`src/sv/block_cache_slot_select_assert.svh`:
```
// Assertion macros shared by the slot select RTL.
// Simulation builds get concurrent assertions; synthesis builds get nothing.
`ifndef BLOCK_CACHE_SLOT_SELECT_ASSERT_SVH
`define BLOCK_CACHE_SLOT_SELECT_ASSERT_SVH

`ifndef SYNTHESIS

// Check a property on every rising edge outside reset.
`define BCSS_ASSERT(label, clk, rst_n, prop) \
    label: assert property (@(posedge clk) disable iff (!rst_n) prop) \
        else $error("block cache slot select: assertion failed");

// Check a property on every rising edge, reset included.
`define BCSS_ASSERT_ALWAYS(label, clk, prop) \
    label: assert property (@(posedge clk) prop) \
        else $error("block cache slot select: assertion failed");

`else

`define BCSS_ASSERT(label, clk, rst_n, prop)
`define BCSS_ASSERT_ALWAYS(label, clk, prop)

`endif

`endif

```
`src/sv/bcss_pkg.sv`:
```
package bcss_pkg;

    // Request kinds
    localparam logic CMD_READ = 1'b0;
    localparam logic CMD_ZERO = 1'b1;

    localparam int BLK_W  = 31;
    localparam int SLOT_W = 4;

    // Random generator: seed = seed * LCG_MUL + LCG_ADD, pick from seed >> LCG_SHIFT
    localparam int          SEED_W    = 64;
    localparam int          HALF_W    = SEED_W / 2;
    localparam int          LCG_SHIFT = 16;
    localparam int          LCG_QW    = SEED_W - LCG_SHIFT;
    localparam logic [31:0] LCG_MUL   = 32'd1103515245;
    localparam logic [63:0] LCG_ADD   = 64'd12345;

    // Modulo reduction: one byte of the shifted seed per step. A partial
    // dividend has 16 bits and the slot count fits in 8 bits, so a reciprocal
    // scaled by 2^24 gives the exact quotient digit.
    localparam int DIG_W      = 8;
    localparam int LCG_DIGITS = LCG_QW / DIG_W;
    localparam int LCG_CNT_W  = $clog2(LCG_DIGITS);
    localparam int RCP_SHIFT  = 3 * DIG_W;

    typedef struct packed {
        logic             cmd;
        logic [BLK_W-1:0] block_number;
    } req_t;

    typedef struct packed {
        logic [SLOT_W-1:0] slot;
        logic              hit;
        logic              load_from_disk;
        logic              clear_slot;
        logic              random_victim;
    } rsp_t;

    typedef enum logic [1:0] {
        S_IDLE,
        S_SCAN,
        S_RAND,
        S_DONE
    } sel_state_t;

    typedef enum logic [2:0] {
        L_IDLE,
        L_MUL_LO,
        L_MUL_HI,
        L_ADD,
        L_QUO,
        L_REM,
        L_DONE
    } lcg_state_t;

endpackage

```
`src/sv/bcss_ram.sv`:
```
module bcss_ram #(
    parameter int WIDTH = 31,
    parameter int DEPTH = 16,
    parameter int AW    = (DEPTH > 1) ? $clog2(DEPTH) : 1
) (
    input  logic             clk,
    input  logic             we,
    input  logic [AW-1:0]    waddr,
    input  logic [WIDTH-1:0] wdata,
    input  logic [AW-1:0]    raddr,
    output logic [WIDTH-1:0] rdata
);

    logic [WIDTH-1:0] mem_reg [DEPTH];
    logic [WIDTH-1:0] rdata_reg;

    // Write one entry, read one entry with registered data
    always_ff @(posedge clk)
    begin
        if (we)
        begin
            mem_reg[waddr] <= wdata;
        end
        rdata_reg <= mem_reg[raddr];
    end

    assign rdata = rdata_reg;

endmodule

```
`src/sv/bcss_lcg.sv`:
```
`include "block_cache_slot_select_assert.svh"

module bcss_lcg #(
    parameter int SLOTS = 16,
    parameter int IDXW  = (SLOTS > 1) ? $clog2(SLOTS) : 1
) (
    input  logic            clk,
    input  logic            rst_n,
    input  logic            start,
    output logic            done,
    output logic [IDXW-1:0] victim
);

    import bcss_pkg::*;

    // Reciprocal of SLOTS, rounded up
    localparam logic [HALF_W-1:0] RCP_M =
        HALF_W'(((64'd1 << RCP_SHIFT) + 64'(SLOTS) - 64'd1) / 64'(SLOTS));

    lcg_state_t state_reg, state_next;

    logic [SEED_W-1:0]    seed_reg, seed_next;
    logic [SEED_W-1:0]    lo_reg, lo_next;
    logic [HALF_W-1:0]    hi_reg, hi_next;
    logic [LCG_QW-1:0]    quo_reg, quo_next;
    logic [DIG_W-1:0]     qdig_reg, qdig_next;
    logic [DIG_W-1:0]     rem_reg, rem_next;
    logic [LCG_CNT_W-1:0] cnt_reg, cnt_next;

    logic [HALF_W-1:0]  mul_a;
    logic [HALF_W-1:0]  mul_b;
    logic [SEED_W-1:0]  mul_p;
    logic [SEED_W-1:0]  seed_sum;
    logic [2*DIG_W-1:0] part;
    logic [2*DIG_W-1:0] part_rem;
    logic               last_digit;

    // Shared 32x32 multiplier: seed halves, then quotient digit, then digit times SLOTS
    always_comb
    begin
        case (state_reg)
            L_MUL_HI:
            begin
                mul_a = seed_reg[SEED_W-1:HALF_W];
                mul_b = LCG_MUL;
            end
            L_QUO:
            begin
                mul_a = HALF_W'(part);
                mul_b = RCP_M;
            end
            L_REM:
            begin
                mul_a = HALF_W'(qdig_reg);
                mul_b = HALF_W'(SLOTS);
            end
            default:
            begin
                mul_a = seed_reg[HALF_W-1:0];
                mul_b = LCG_MUL;
            end
        endcase
    end

    assign mul_p    = SEED_W'(mul_a) * SEED_W'(mul_b);
    assign seed_sum = lo_reg + {hi_reg, {HALF_W{1'b0}}} + LCG_ADD;

    // Partial dividend: running remainder with the next byte of the shifted seed
    assign part       = {rem_reg, quo_reg[LCG_QW-1 -: DIG_W]};
    assign part_rem   = part - mul_p[2*DIG_W-1:0];
    assign last_digit = (cnt_reg == LCG_CNT_W'(LCG_DIGITS - 1));

    // Next state
    always_comb
    begin
        state_next = state_reg;
        unique case (state_reg)
            L_IDLE:   if (start) state_next = L_MUL_LO;
            L_MUL_LO: state_next = L_MUL_HI;
            L_MUL_HI: state_next = L_ADD;
            L_ADD:    state_next = L_QUO;
            L_QUO:    state_next = L_REM;
            L_REM:    state_next = last_digit ? L_DONE : L_QUO;
            L_DONE:   state_next = L_IDLE;
            default:  state_next = L_IDLE;
        endcase
    end

    // Outputs
    always_comb
    begin
        done   = (state_reg == L_DONE);
        victim = rem_reg[IDXW-1:0];
    end

    // Datapath next values
    always_comb
    begin
        seed_next = seed_reg;
        lo_next   = lo_reg;
        hi_next   = hi_reg;
        quo_next  = quo_reg;
        qdig_next = qdig_reg;
        rem_next  = rem_reg;
        cnt_next  = cnt_reg;
        case (state_reg)
            L_MUL_LO: lo_next = mul_p;
            L_MUL_HI: hi_next = mul_p[HALF_W-1:0];
            L_ADD:
            begin
                seed_next = seed_sum;
                quo_next  = seed_sum[SEED_W-1:LCG_SHIFT];
                rem_next  = '0;
                cnt_next  = '0;
            end
            L_QUO:    qdig_next = mul_p[RCP_SHIFT +: DIG_W];
            L_REM:
            begin
                rem_next = part_rem[DIG_W-1:0];
                quo_next = {quo_reg[LCG_QW-DIG_W-1:0], {DIG_W{1'b0}}};
                cnt_next = cnt_reg + 1'b1;
            end
            default: ;
        endcase
    end

    // Hold control state and the seed
    always_ff @(posedge clk or negedge rst_n)
    begin
        if (!rst_n)
        begin
            state_reg <= L_IDLE;
            seed_reg  <= SEED_W'(1);
            cnt_reg   <= '0;
        end
        else
        begin
            state_reg <= state_next;
            seed_reg  <= seed_next;
            cnt_reg   <= cnt_next;
        end
    end

    // Hold partial products, the quotient digit and the remainder
    always_ff @(posedge clk)
    begin
        lo_reg   <= lo_next;
        hi_reg   <= hi_next;
        quo_reg  <= quo_next;
        qdig_reg <= qdig_next;
        rem_reg  <= rem_next;
    end

    `BCSS_ASSERT(a_lcg_start_idle, clk, rst_n, start |-> state_reg == L_IDLE)
    `BCSS_ASSERT(a_lcg_done_pulse, clk, rst_n, done |=> !done)
    `BCSS_ASSERT(a_lcg_rem_range, clk, rst_n, (state_reg == L_DONE) |-> int'(rem_reg) < SLOTS)

endmodule

```
`src/sv/block_cache_slot_select.sv`:
```
// Slot selection for a fully associative block cache of SLOTS slots. A request
// beat carries a block number and a kind (read or zero-fill); the response beat
// names the slot that now holds the block and says whether it hit, whether the
// data must be loaded from disk or cleared, and whether the slot was a random
// victim. Tags sit in a single-port-read RAM that is scanned one slot per
// cycle and stops early on a hit; the response beat becomes valid and the next
// request can be taken from the same cycle on; when every slot is valid,
// the shared victim unit (one 32x32 multiplier that forms the new seed in two
// halves and then reduces it modulo SLOTS one byte at a time by reciprocal
// multiplication) picks the slot before the response is formed. One
// request is in flight at a time; a finished response waits in the output
// register while the next request is taken.
`include "block_cache_slot_select_assert.svh"

module block_cache_slot_select #(
    parameter int SLOTS = 16
) (
    input  logic           clk,
    input  logic           rst_n,
    input  logic           req_valid,
    output logic           req_ready,
    input  bcss_pkg::req_t req,
    output logic           rsp_valid,
    input  logic           rsp_ready,
    output bcss_pkg::rsp_t rsp
);

    import bcss_pkg::*;

    localparam int IDXW = (SLOTS > 1) ? $clog2(SLOTS) : 1;

    sel_state_t state_reg, state_next;

    logic [IDXW:0]      cnt_reg, cnt_next;
    logic               cmp_vld_reg, cmp_vld_next;
    logic [IDXW-1:0]    cmp_idx_reg, cmp_idx_next;
    logic               free_found_reg, free_found_next;
    logic [IDXW-1:0]    free_idx_reg, free_idx_next;
    logic [IDXW-1:0]    chosen_reg, chosen_next;
    logic               hit_reg, hit_next;
    logic               rand_reg, rand_next;
    logic [SLOTS-1:0]   valid_reg, valid_next;
    req_t               req_reg, req_next;
    rsp_t               rsp_reg, rsp_next;
    logic               rsp_valid_reg, rsp_valid_next;

    logic             req_fire;
    logic             issue;
    logic             match;
    logic             last;
    logic             free_now;
    logic             rsp_load;
    logic             tag_we;
    logic [IDXW-1:0]  tag_raddr;
    logic [BLK_W-1:0] tag_rdata;
    logic             lcg_start;
    logic             lcg_done;
    logic [IDXW-1:0]  lcg_victim;

    bcss_ram #(
        .WIDTH (BLK_W),
        .DEPTH (SLOTS)
    ) u_tag_ram (
        .clk   (clk),
        .we    (tag_we),
        .waddr (chosen_reg),
        .wdata (req_reg.block_number),
        .raddr (tag_raddr),
        .rdata (tag_rdata)
    );

    bcss_lcg #(
        .SLOTS (SLOTS)
    ) u_lcg (
        .clk    (clk),
        .rst_n  (rst_n),
        .start  (lcg_start),
        .done   (lcg_done),
        .victim (lcg_victim)
    );

    // Scan status: the compare stage sees the tag read in the previous cycle
    assign req_fire = req_valid && req_ready;
    assign issue    = (cnt_reg < (IDXW+1)'(SLOTS));
    assign match    = cmp_vld_reg && valid_reg[cmp_idx_reg]
                      && (tag_rdata == req_reg.block_number);
    assign last     = cmp_vld_reg && (cmp_idx_reg == IDXW'(SLOTS - 1));
    assign free_now = cmp_vld_reg && !valid_reg[cmp_idx_reg];

    // Next state
    always_comb
    begin
        state_next = state_reg;
        unique case (state_reg)
            S_IDLE:
            begin
                if (req_fire) state_next = S_SCAN;
            end
            S_SCAN:
            begin
                if (match)
                begin
                    state_next = S_DONE;
                end
                else if (last)
                begin
                    state_next = (free_found_reg || free_now) ? S_DONE : S_RAND;
                end
            end
            S_RAND:
            begin
                if (lcg_done) state_next = S_DONE;
            end
            S_DONE:
            begin
                if (rsp_load) state_next = S_IDLE;
            end
            default: state_next = S_IDLE;
        endcase
    end

    // Outputs of the sequencer
    always_comb
    begin
        req_ready = (state_reg == S_IDLE);
        tag_raddr = cnt_reg[IDXW-1:0];
        lcg_start = (state_reg == S_SCAN) && last && !match
                    && !free_found_reg && !free_now;
        rsp_load  = (state_reg == S_DONE) && (!rsp_valid_reg || rsp_ready);
        tag_we    = rsp_load && (!hit_reg || (req_reg.cmd == CMD_ZERO));
    end

    // Datapath next values
    always_comb
    begin
        cnt_next        = cnt_reg;
        cmp_vld_next    = cmp_vld_reg;
        cmp_idx_next    = cmp_idx_reg;
        free_found_next = free_found_reg;
        free_idx_next   = free_idx_reg;
        chosen_next     = chosen_reg;
        hit_next        = hit_reg;
        rand_next       = rand_reg;
        valid_next      = valid_reg;
        req_next        = req_reg;
        rsp_next        = rsp_reg;
        rsp_valid_next  = rsp_valid_reg;

        // Drop the response once taken
        if (rsp_valid_reg && rsp_ready)
        begin
            rsp_valid_next = 1'b0;
        end

        case (state_reg)
            S_IDLE:
            begin
                if (req_fire)
                begin
                    req_next        = req;
                    cnt_next        = '0;
                    cmp_vld_next    = 1'b0;
                    free_found_next = 1'b0;
                end
            end
            S_SCAN:
            begin
                // Advance the read address, track the first free slot
                cnt_next     = issue ? cnt_reg + 1'b1 : cnt_reg;
                cmp_vld_next = issue;
                cmp_idx_next = cnt_reg[IDXW-1:0];
                if (free_now && !free_found_reg)
                begin
                    free_found_next = 1'b1;
                    free_idx_next   = cmp_idx_reg;
                end
                if (match)
                begin
                    chosen_next = cmp_idx_reg;
                    hit_next    = 1'b1;
                    rand_next   = 1'b0;
                end
                else if (last)
                begin
                    chosen_next = free_found_reg ? free_idx_reg : cmp_idx_reg;
                    hit_next    = 1'b0;
                    rand_next   = 1'b0;
                end
            end
            S_RAND:
            begin
                if (lcg_done)
                begin
                    chosen_next = lcg_victim;
                    hit_next    = 1'b0;
                    rand_next   = 1'b1;
                end
            end
            S_DONE:
            begin
                if (rsp_load)
                begin
                    valid_next[chosen_reg]  = 1'b1;
                    rsp_next.slot           = SLOT_W'(chosen_reg);
                    rsp_next.hit            = hit_reg;
                    rsp_next.load_from_disk = !hit_reg && (req_reg.cmd == CMD_READ);
                    rsp_next.clear_slot     = (req_reg.cmd == CMD_ZERO);
                    rsp_next.random_victim  = rand_reg;
                    rsp_valid_next          = 1'b1;
                end
            end
            default: ;
        endcase
    end

    // Hold control state
    always_ff @(posedge clk or negedge rst_n)
    begin
        if (!rst_n)
        begin
            state_reg      <= S_IDLE;
            cnt_reg        <= '0;
            cmp_vld_reg    <= 1'b0;
            free_found_reg <= 1'b0;
            valid_reg      <= '0;
            rsp_valid_reg  <= 1'b0;
        end
        else
        begin
            state_reg      <= state_next;
            cnt_reg        <= cnt_next;
            cmp_vld_reg    <= cmp_vld_next;
            free_found_reg <= free_found_next;
            valid_reg      <= valid_next;
            rsp_valid_reg  <= rsp_valid_next;
        end
    end

    // Hold payload
    always_ff @(posedge clk)
    begin
        cmp_idx_reg  <= cmp_idx_next;
        free_idx_reg <= free_idx_next;
        chosen_reg   <= chosen_next;
        hit_reg      <= hit_next;
        rand_reg     <= rand_next;
        req_reg      <= req_next;
        rsp_reg      <= rsp_next;
    end

    assign rsp_valid = rsp_valid_reg;
    assign rsp       = rsp_reg;

    `BCSS_ASSERT(a_rand_only_when_full, clk, rst_n, lcg_start |-> (&valid_reg))
    `BCSS_ASSERT(a_lcg_done_in_rand, clk, rst_n, lcg_done |-> state_reg == S_RAND)
    `BCSS_ASSERT(a_slot_marked_valid, clk, rst_n, rsp_load |=> valid_reg[$past(chosen_reg)])
    `BCSS_ASSERT_ALWAYS(a_hit_not_random, clk, (rsp_valid && rsp.hit) |-> !rsp.random_victim)

endmodule
```
`config.mk`:
```
export PLATFORM = sky130hd
export DESIGN_NAME = block_cache_slot_select
export DESIGN_NICKNAME = d
export VERILOG_FILES = /design/src/sv/bcss_pkg.sv /design/src/sv/bcss_ram.sv /design/src/sv/bcss_lcg.sv /design/src/sv/block_cache_slot_select.sv
export VERILOG_INCLUDE_DIRS = /design/src /design/src/sv
export SDC_FILE = /design/constraint.sdc
export NUM_CORES = 2
export LEC_CHECK = 0
export ABC_AREA = 1
export BUFFER_PORTS_ARGS = -buffer_cell sky130_fd_sc_hd__buf_2
export CAP_MARGIN = 5
export CORE_MARGIN = 3
export CORE_UTILIZATION = 40
export CTS_CLUSTER_DIAMETER = 200
export DETAILED_ROUTE_END_ITERATION = 6
export HOLD_SLACK_MARGIN = 0.08
export PLACE_DENSITY = 0.56
export SLEW_MARGIN = 20
export SYNTH_ARGS = -nofsm -noshare
export SYNTH_HDL_FRONTEND = slang
export SYNTH_SLANG_ARGS = --single-unit
```
`constraint.sdc`:
```
create_clock -name clk -period 10.67 [get_ports clk]
set_input_delay 0.5335 -clock clk [delete_from_list [all_inputs] [get_ports clk]]
set_output_delay 0.5335 -clock clk [all_outputs]
set_load 0.05 [all_outputs]
```
==> results.toml <==
[critical_path]
cp.arrival_ps = 10030
endpoint_kind = "flip-flop"
critPathLaunchType = "flip-flop"
slowest_delay_ps = 760
path_class = "flip-flop to flip-flop"
crit_slowest_cell = "o221ai_1"
critPathRequiredTime_ps = 11030
path_max_fanout = 38
cp_common_cell = "inv_1"

[clock_network]
numCtsBuffers = 95
clock-sinks = 836
path_clk_slew_ps = 70
htree_num_levels = 3
cts_root_buf = "clkbuf_16"
cts_max_path_buffers = 3
cts_setup_buffers = 0
clkLatencyLatePin_ps = 760
tritoncts = "built"

[detailed_routing]
drtAntennaViolNets = 0
drtIter0Drc = 3986
vias = 39900
viasPerCell = 5.33
wl_per_cell_um = 24.8
drc_errors = 4
drt_first_pass_iters = 7
wl_um = 185000

[sta]
hold_viol_final = 0
tns_ps = 0
timing.final.setup_violations = 0
tightest_slew_ps = 1110
slew_violations = 0
rsz0062_at_grt = "no"
relSlewSlack_pct = 25.2
max_freq_mhz = 103
min_period_ps = 9670
skew_ps = 91.7
fin_crit_sh_pct = 90.6

[logic_synthesis]
synth_area_per_cell_um2 = 10.0
yosys.area_share.adder_pct = 24.3
netlist-cell-type-count = 62
synth_area_um2 = 54800
ys_seq_elements = 836
synth_top_area_share_pct = 38.9
synthMuxAreaShare_pct = 0
synth-simple-area-share_pct = 13.3
synth_edf_count = 709
synth-compound-area-share_pct = 8.48
synthTopCellsByArea = "edfxtp_1 (39%), fa_1 (14%), ha_1 (10%)"
ys_async_sr_fraction_pct = 11.5
synth_top_family_by_area = "adder cells"
syn_inst = 5457
synthXorXnorAreaFrac_pct = 1.92
yosysSeqAreaShare_pct = 44.4
synth_ff_type = "edfxtp_1"
ys_warn_count = 0
synth_top_cell_by_area = "edfxtp_1"

[floorplan]
die_area_um2 = 141000
start_util_pct = 40.3
die_h_um = 376
rows = 135
ios = 46
die_w_um = 376
core_area_um2 = 136000

[global_routing]
overflow = 0
antenna_found_initial = 3
grt_max_degree = 91
grt_pass1_vias = 39600
grt_pass1_wl_um = 272000
grt_usage_pct = 26.3

[place]
gp_congestion = 0.989
io_buffers = 45
dp_hpwl_um = 139000

[final_layout]
drive_above_1_share_pct = 6.18
fin_nets = 6476
layout_common_cells = "inv_1 (947), nand2_1 (918), edfxtp_1 (709), nor2_1 (472), ha_1 (438)"
mostFrequentLayoutCell = "inv_1"
area_delta_synth_final_pct = 11.6
largest_register_ffs = 496

[run_status]
violations = "DRC"
status = "finished with violations"

[hold_path]
hold_path_class = "primary input to flip-flop"

[flow_run]
maxCapViolCount = 0
-- Yosys cell counts (4+ instances only) --
cell,number
clkbuf_1,119
o22ai_1,43
nand3b_1,12
or2_1,6
nor2_2,8
o21bai_1,15
nor2_1,481
dfxtp_1,31
a21o_1,25
nor4_1,10
nand2_1,920
o21ai_0,352
nand3_1,213
a31oi_1,16
inv_1,951
xor2_1,90
inv_2,13
o221ai_1,31
ha_1,438
o211ai_1,4
xnor2_1,30
nand4_1,54
nor3_1,35
a22oi_1,11
or2_2,16
a21oi_1,234
a221oi_1,36
fa_1,390
edfxtp_1,709
a21boi_0,6
dfrtp_1,95
buf_2,5
buf_1,4
o21a_1,6
-- final timing paths --
path / slack (ps) / cells after the start / startpoint / to
hold reg to reg: 450 / 2 / valid_reg[6] / valid_reg[6]
setup / recovery: 1000 / 31 / u_lcg.state_reg[2] / u_lcg.hi_reg[28]
max in group asynchronous: 8840 / 3 / rst_n / u_lcg.seed_reg[19]
hold / removal: 190 / 1 / req[8] / req_reg[8]
setup reg to reg: 1000 / 31 / u_lcg.state_reg[2] / u_lcg.hi_reg[28]
min in group asynchronous: 370 / 2 / rst_n / u_lcg.state_reg[0]
-- per-stage QoR --
| step | utilization (%) | area [µm²] | hold WS [ps] | std cells | setup slack (ps) |
|---|---|---|---|---|---|
| 2_1_floorplan | - | 54900 | 238 | 5495 | 2860 |
| 3_3_place_gp | 42.4 | 57600 | 440 | 7263 | 1300 |
| 3_5_place_dp | 42.4 | 57600 | 445 | 7263 | 1340 |
| 4_1_cts | 45.0 | 61100 | 139 | 7476 | 1230 |
| 5_1_grt | 45.0 | 61100 | 157 | 7476 | 700 |
| 6_report | 45.0 | 61100 | 194 | 7478 | 1000 |
-- timing repair --
| item | 4_1_cts | 5_1_grt |
|---|---|---|
| endpoints found under the hold margin | 61 | 0 |
| hold buffers | 33 | 0 |
| resized for setup | 0 | 0 |
-- worst max-delay path: cells and delay by family (launching register included) --
kind | cells | cell delay, ps
adder cells (fa/ha/maj) | 9 | 4010
buffers and inverters | 9 | 1320
AO/OA/AOI/OAI | 4 | 1340
AND/OR/NAND/NOR | 7 | 1140
XOR/XNOR | 2 | 950
flip-flops | 1 | 500
-- layer usage --
metal / track usage (%) / wire length, µm
met1: 37.5 / 82600
met2: 41.0 / 83100
met3: 3.76 / 12400
met4: 9.51 / 7290
met5: 0 / 13
-- logic make-up (layout without fill, tap and decap cells) --
family,count (synthesis),after routing
and+or+nand+nor,1769,1769
adders and majority gates,828,828
buffers and inverters,1100,1300
other,2,42
xor gates and xnor gates,120,120
DFF,836,836
AOI/OAI and AO/OA,802,802
-- area by class of cell --
class	count	area [µm²]
clock inverter	36	513
fill	13100	74700
timing repair buffer	151	1110
multi-input combinational	3559	26600
inverter	969	3650
tap	1781	2230
clock buffer	144	2710
antenna	2	5.00
sequential	836	24300
Power is not shown: default switching activity piles up to over one toggle a cycle in this logic, so the estimate is an artifact.
